`src/hdl/pas_isqrt.sv`:
```
// ----------------------------------------------------------------------------
// pas_isqrt
// pipelined integer square root, one result bit per stage
// ----------------------------------------------------------------------------
`default_nettype none
module pas_isqrt #(
    parameter int VW = 64,
    parameter int TW = 1
) (
    input  wire logic          i_clk,
    input  wire logic          i_en,
    input  wire logic [VW-1:0] i_v,
    input  wire logic [TW-1:0] i_tag,
    output logic [VW/2-1:0]    o_root,
    output logic [TW-1:0]      o_tag
);
    localparam int N = VW / 2;

    logic [VW-1:0]  r_rem  [1:N];
    logic [N-1:0]   r_res  [1:N];
    logic [TW-1:0]  r_tag  [1:N];

    for (genvar s = 0; s < N; s++) begin : g_st
        logic [VW-1:0] n_rem;
        logic [N-1:0]  n_res;
        logic [TW-1:0] n_tag;
        logic [VW+1:0] n_trial;
        logic [VW+1:0] n_sub;
        if (s == 0) begin : g_first
            assign n_rem = i_v;
            assign n_res = '0;
            assign n_tag = i_tag;
        end else begin : g_next
            assign n_rem = r_rem[s];
            assign n_res = r_res[s];
            assign n_tag = r_tag[s];
        end
        always_comb begin
            n_trial = {2'b00, n_rem} >> (2 * (N - 1 - s));
            n_sub   = {{(VW - N){1'b0}}, n_res, 2'b01};
        end
        always_ff @(posedge i_clk) begin
            if (i_en) begin
                r_tag[s+1] <= n_tag;
                if (n_trial >= n_sub) begin
                    r_rem[s+1] <= n_rem - VW'(n_sub << (2 * (N - 1 - s)));
                    r_res[s+1] <= {n_res[N-2:0], 1'b1};
                end else begin
                    r_rem[s+1] <= n_rem;
                    r_res[s+1] <= {n_res[N-2:0], 1'b0};
                end
            end
        end
    end

    assign o_root = r_res[N];
    assign o_tag  = r_tag[N];
endmodule
`default_nettype wire

```
`config.mk`:
```
export PLATFORM = sky130hd
export DESIGN_NAME = pas_isqrt
export DESIGN_NICKNAME = d
export VERILOG_FILES = /design/src/hdl/pas_isqrt.sv
export SDC_FILE = /design/constraint.sdc
export NUM_CORES = 2
export LEC_CHECK = 0
export BUFFER_PORTS_ARGS = -buffer_cell sky130_fd_sc_hd__buf_2
export CAP_MARGIN = 20
export CORE_AREA = 2 2 494 496
export DETAILED_ROUTE_END_ITERATION = 10
export DIE_AREA = 0 0 496 498
export PLACE_DENSITY_LB_ADDON = 0.05
export SYNTH_ARGS = -nofsm -noshare
export SYNTH_HDL_FRONTEND = slang
export SYNTH_SLANG_ARGS = --single-unit
```
`constraint.sdc`:
```
create_clock -name i_clk -period 5.7 [get_ports i_clk]
set_input_delay 1.14 -clock i_clk [delete_from_list [all_inputs] [get_ports i_clk]]
set_output_delay 1.14 -clock i_clk [all_outputs]
set_load 0.01 [all_outputs]
```
==> flow_summary.json <==
{
  "dp.cells": 12600,
  "nFillCells": 20100,
  "post_cts_buffers": 0,
  "synth_nets": 10100,
  "ant_nets": 0,
  "die_y_um": 498,
  "place_worst_setup_slack_ns": 1.26,
  "synth_top_cell_area_share": 0.635,
  "cts_buffer_depth": 4,
  "die-area_um2": 247000,
  "required_ns": 6.29,
  "htree_levels": 5,
  "setup_slack_ns": 1.21,
  "ir_drop_v": 0.000245,
  "slowest_delay_ns": 0.75,
  "layout.nets": 10300,
  "fin_cells": 13100,
  "rows": 181,
  "die_w_um": 496,
  "worstSetupEndpointType": "flop",
  "wl_per_cell_um": 20.8,
  "first_global_vias": 71800,
  "maxCapViolCount": 0,
  "hold_viol": 0,
  "r2r_slack_ns": 1.21,
  "r2r-start": "r_rem[0][1681]",
  "min_period_over_period": 0.788,
  "grt_pass1_wl_um": 422000,
  "synth_top_area_cell": "edfxtp_1",
  "synth_flop_cell": "edfxtp_1",
  "synthMostInstantiatedCell": "edfxtp_1",
  "crit_end": "r_rem[0][1783]",
  "leakage_nw": 50.3,
  "critPathLaunch": "r_rem[0][1681]",
  "ios": 100,
  "relSlewSlack": 0.209,
  "cts_hold_buf": 0,
  "finalWirelength_um": 274000,
  "arrival_ns": 5.08,
  "worst-slew-pin-transition_ns": 1.19,
  "clock_skew_ns": 0.0933,
  "ys_seq_elements": 2544,
  "ys_types": 104,
  "clk_latency_ns": 0.95,
  "syn2layout_area_growth_pct": 11.2,
  "antenna_found_initial": 8,
  "cp_cell_sequence": "ha_1 -> nand3_1 -> nor2_1 -> o21ai_0 -> nand3_1 -> a41oi_1 -> o221ai_1 -> o21ai_0 -> nand2b_1 -> o31ai_1 -> o21ai_0",
  "drtPass1Iterations": 6,
  "syn_area_per_cell_um2": 12.7,
  "ys_top_cells_by_count": "edfxtp_1, nand2_1, inv_1, o21ai_0, ha_1",
  "routed_via_density": 5.59,
  "grt_max_degree": 173,
  "drt-initial-drc-count": 5980,
  "powerDensity_nw_per_um2": 406,
  "synth-seq-area-share": 0.635,
  "track_usage": 0.219,
  "path_max_fanout": 9,
  "syn_area_um2": 120000,
  "postSynthCellCount": 9489,
  "fmax_ghz": 0.223,
  "cts_resized": 0,
  "start_util": 0.497,
  "final.setup.tns_ns": 0,
  "crit_top_cell": "o21ai_0",
  "cts_buffers": 296,
  "root_buffer": "clkbuf_16",
  "port_buffers": 99,
  "overflow": 0,
  "yosys_warnings": 0,
  "cts_sinks": 2544,
  "async_flop_share": 0,
  "rsz0062_at_grt": "no",
  "fin_crit_ns": 4.49,
  "vias": 73400,
  "drc": 0,
  "cts_tree": "built",
  "setup_viol": 0,
  "status": "finished, final reports clean",
  "routabilityCongestion": 0.903,
  "drive_gt1_frac": 0.0727,
  "slew_violations": 0,
  "utilization": 0.553,
  "synth_edf_count": 2544,
  "path_clk_slew_ns": 0.06,
  "crit_path_top_delay_cell": "o221ai_1",
  "rr_endpoint": "r_rem[0][1783]",
  "crit_path_start_kind": "flop",
  "path_class": "reg2reg",
  "hpwl_um": 201000,
  "hold_path_class": "in2reg",
  "r2r_cells": 11,
  "core_um2": 242000,
  "ys_top_cells_by_area": "edfxtp_1, ha_1, xnor2_1"
}
per-stage QoR:
stage	power [mW]	area [µm²]	hold slack, ns
2_1_floorplan	33.2	120000	0.400
5_1_grt	57.0	134000	0.290
3_3_place_gp	36.7	124000	0.400
6_report	54.3	134000	0.349
4_1_cts	54.9	134000	0.270
3_5_place_dp	36.7	124000	0.405
layer usage:
metal  part of all wire  global-route usage  vias to the layer above  wire length [µm]
li1                   -                   -                    35600                 -
met1               0.44               0.297                    35800            121000
met2               0.49               0.373                     1630            134000
met3              0.041              0.0294                      424             11300
met4              0.025              0.0552                        0              6720
met5                  0                   0                        -                 0
state kept, by name, summed over array words and instances (netlist names):
signal  flops
r_tag      32
r_res     528
r_rem    1984
cells by family after synthesis:
logic type | count (synthesis) | share of synthesized area
xor+xnor | 859 | 0.0626
simple gates | 2616 | 0.109
fa+ha+maj | 557 | 0.0580
mux | 49 | 0.00441
buf+inv | 933 | 0.0296
compound gates | 1931 | 0.101
flops | 2544 | 0.635
placed cells by master (no fill, tap or decap), types with 54 or more instances in the layout:
master	synthesis	layout
or3_1	97	97
nor2_1	554	554
nand2_1	754	754
nand4_1	111	111
clkbuf_16	0	299
nand3_1	165	165
xnor2_1	437	437
nor2b_1	77	77
edfxtp_1	2544	2544
buf_4	2	56
xor2_1	422	422
nor3_1	221	221
inv_1	692	692
o21bai_1	63	63
o21ai_0	579	579
ha_1	557	557
buf_2	38	98
o21a_1	114	114
or4_1	58	58
clkbuf_1	189	54
a21o_1	260	260
o31ai_1	55	55
nand2b_1	132	132
nor4_1	152	152
a21oi_1	498	498
power breakdown:
part	internal (mW)	switching (mW)	total (mW)	leakage, nW
logic	4.35	6.58	10.9	21.4
registers	23.6	1.82	25.5	24.5
clock network	10.5	7.35	17.9	4.43
layout make-up:
cell class	count	area [µm²]	share of cell area
sequential	2544	76400	0.572
timing repair buffer	167	1160	0.00867
inverter	696	2610	0.0195
antenna	4	10.0	0.0000749
clock buffer	353	7680	0.0575
tap	3202	4010	0.0300
multi-input combinational	6012	40300	0.302
clock inverter	154	1420	0.0106
worst min-delay path by stage:
stage | to | depth (start not counted) | start
final | r_rem[0][89] | 1 | i_v[25]
after global routing | r_rem[0][125] | 1 | i_v[61]
after CTS | r_rem[0][89] | 1 | i_v[25]
after detailed placement | r_rem[0][1024] | 0 | r_rem[0][960]
after global placement | r_rem[0][257] | 0 | r_rem[0][193]
after floorplan | r_rem[0][1024] | 0 | r_rem[0][960]
worst max-delay path, delay by kind of cell, from the launching register on:
kind                       cells  cell delay (ns)
DFF                            1             0.45
and+or+nand+nor                4             1.16
AOI/OAI and AO/OA              6             2.09
adders and majority gates      1             0.42
(Power assumes the default switching activity.)
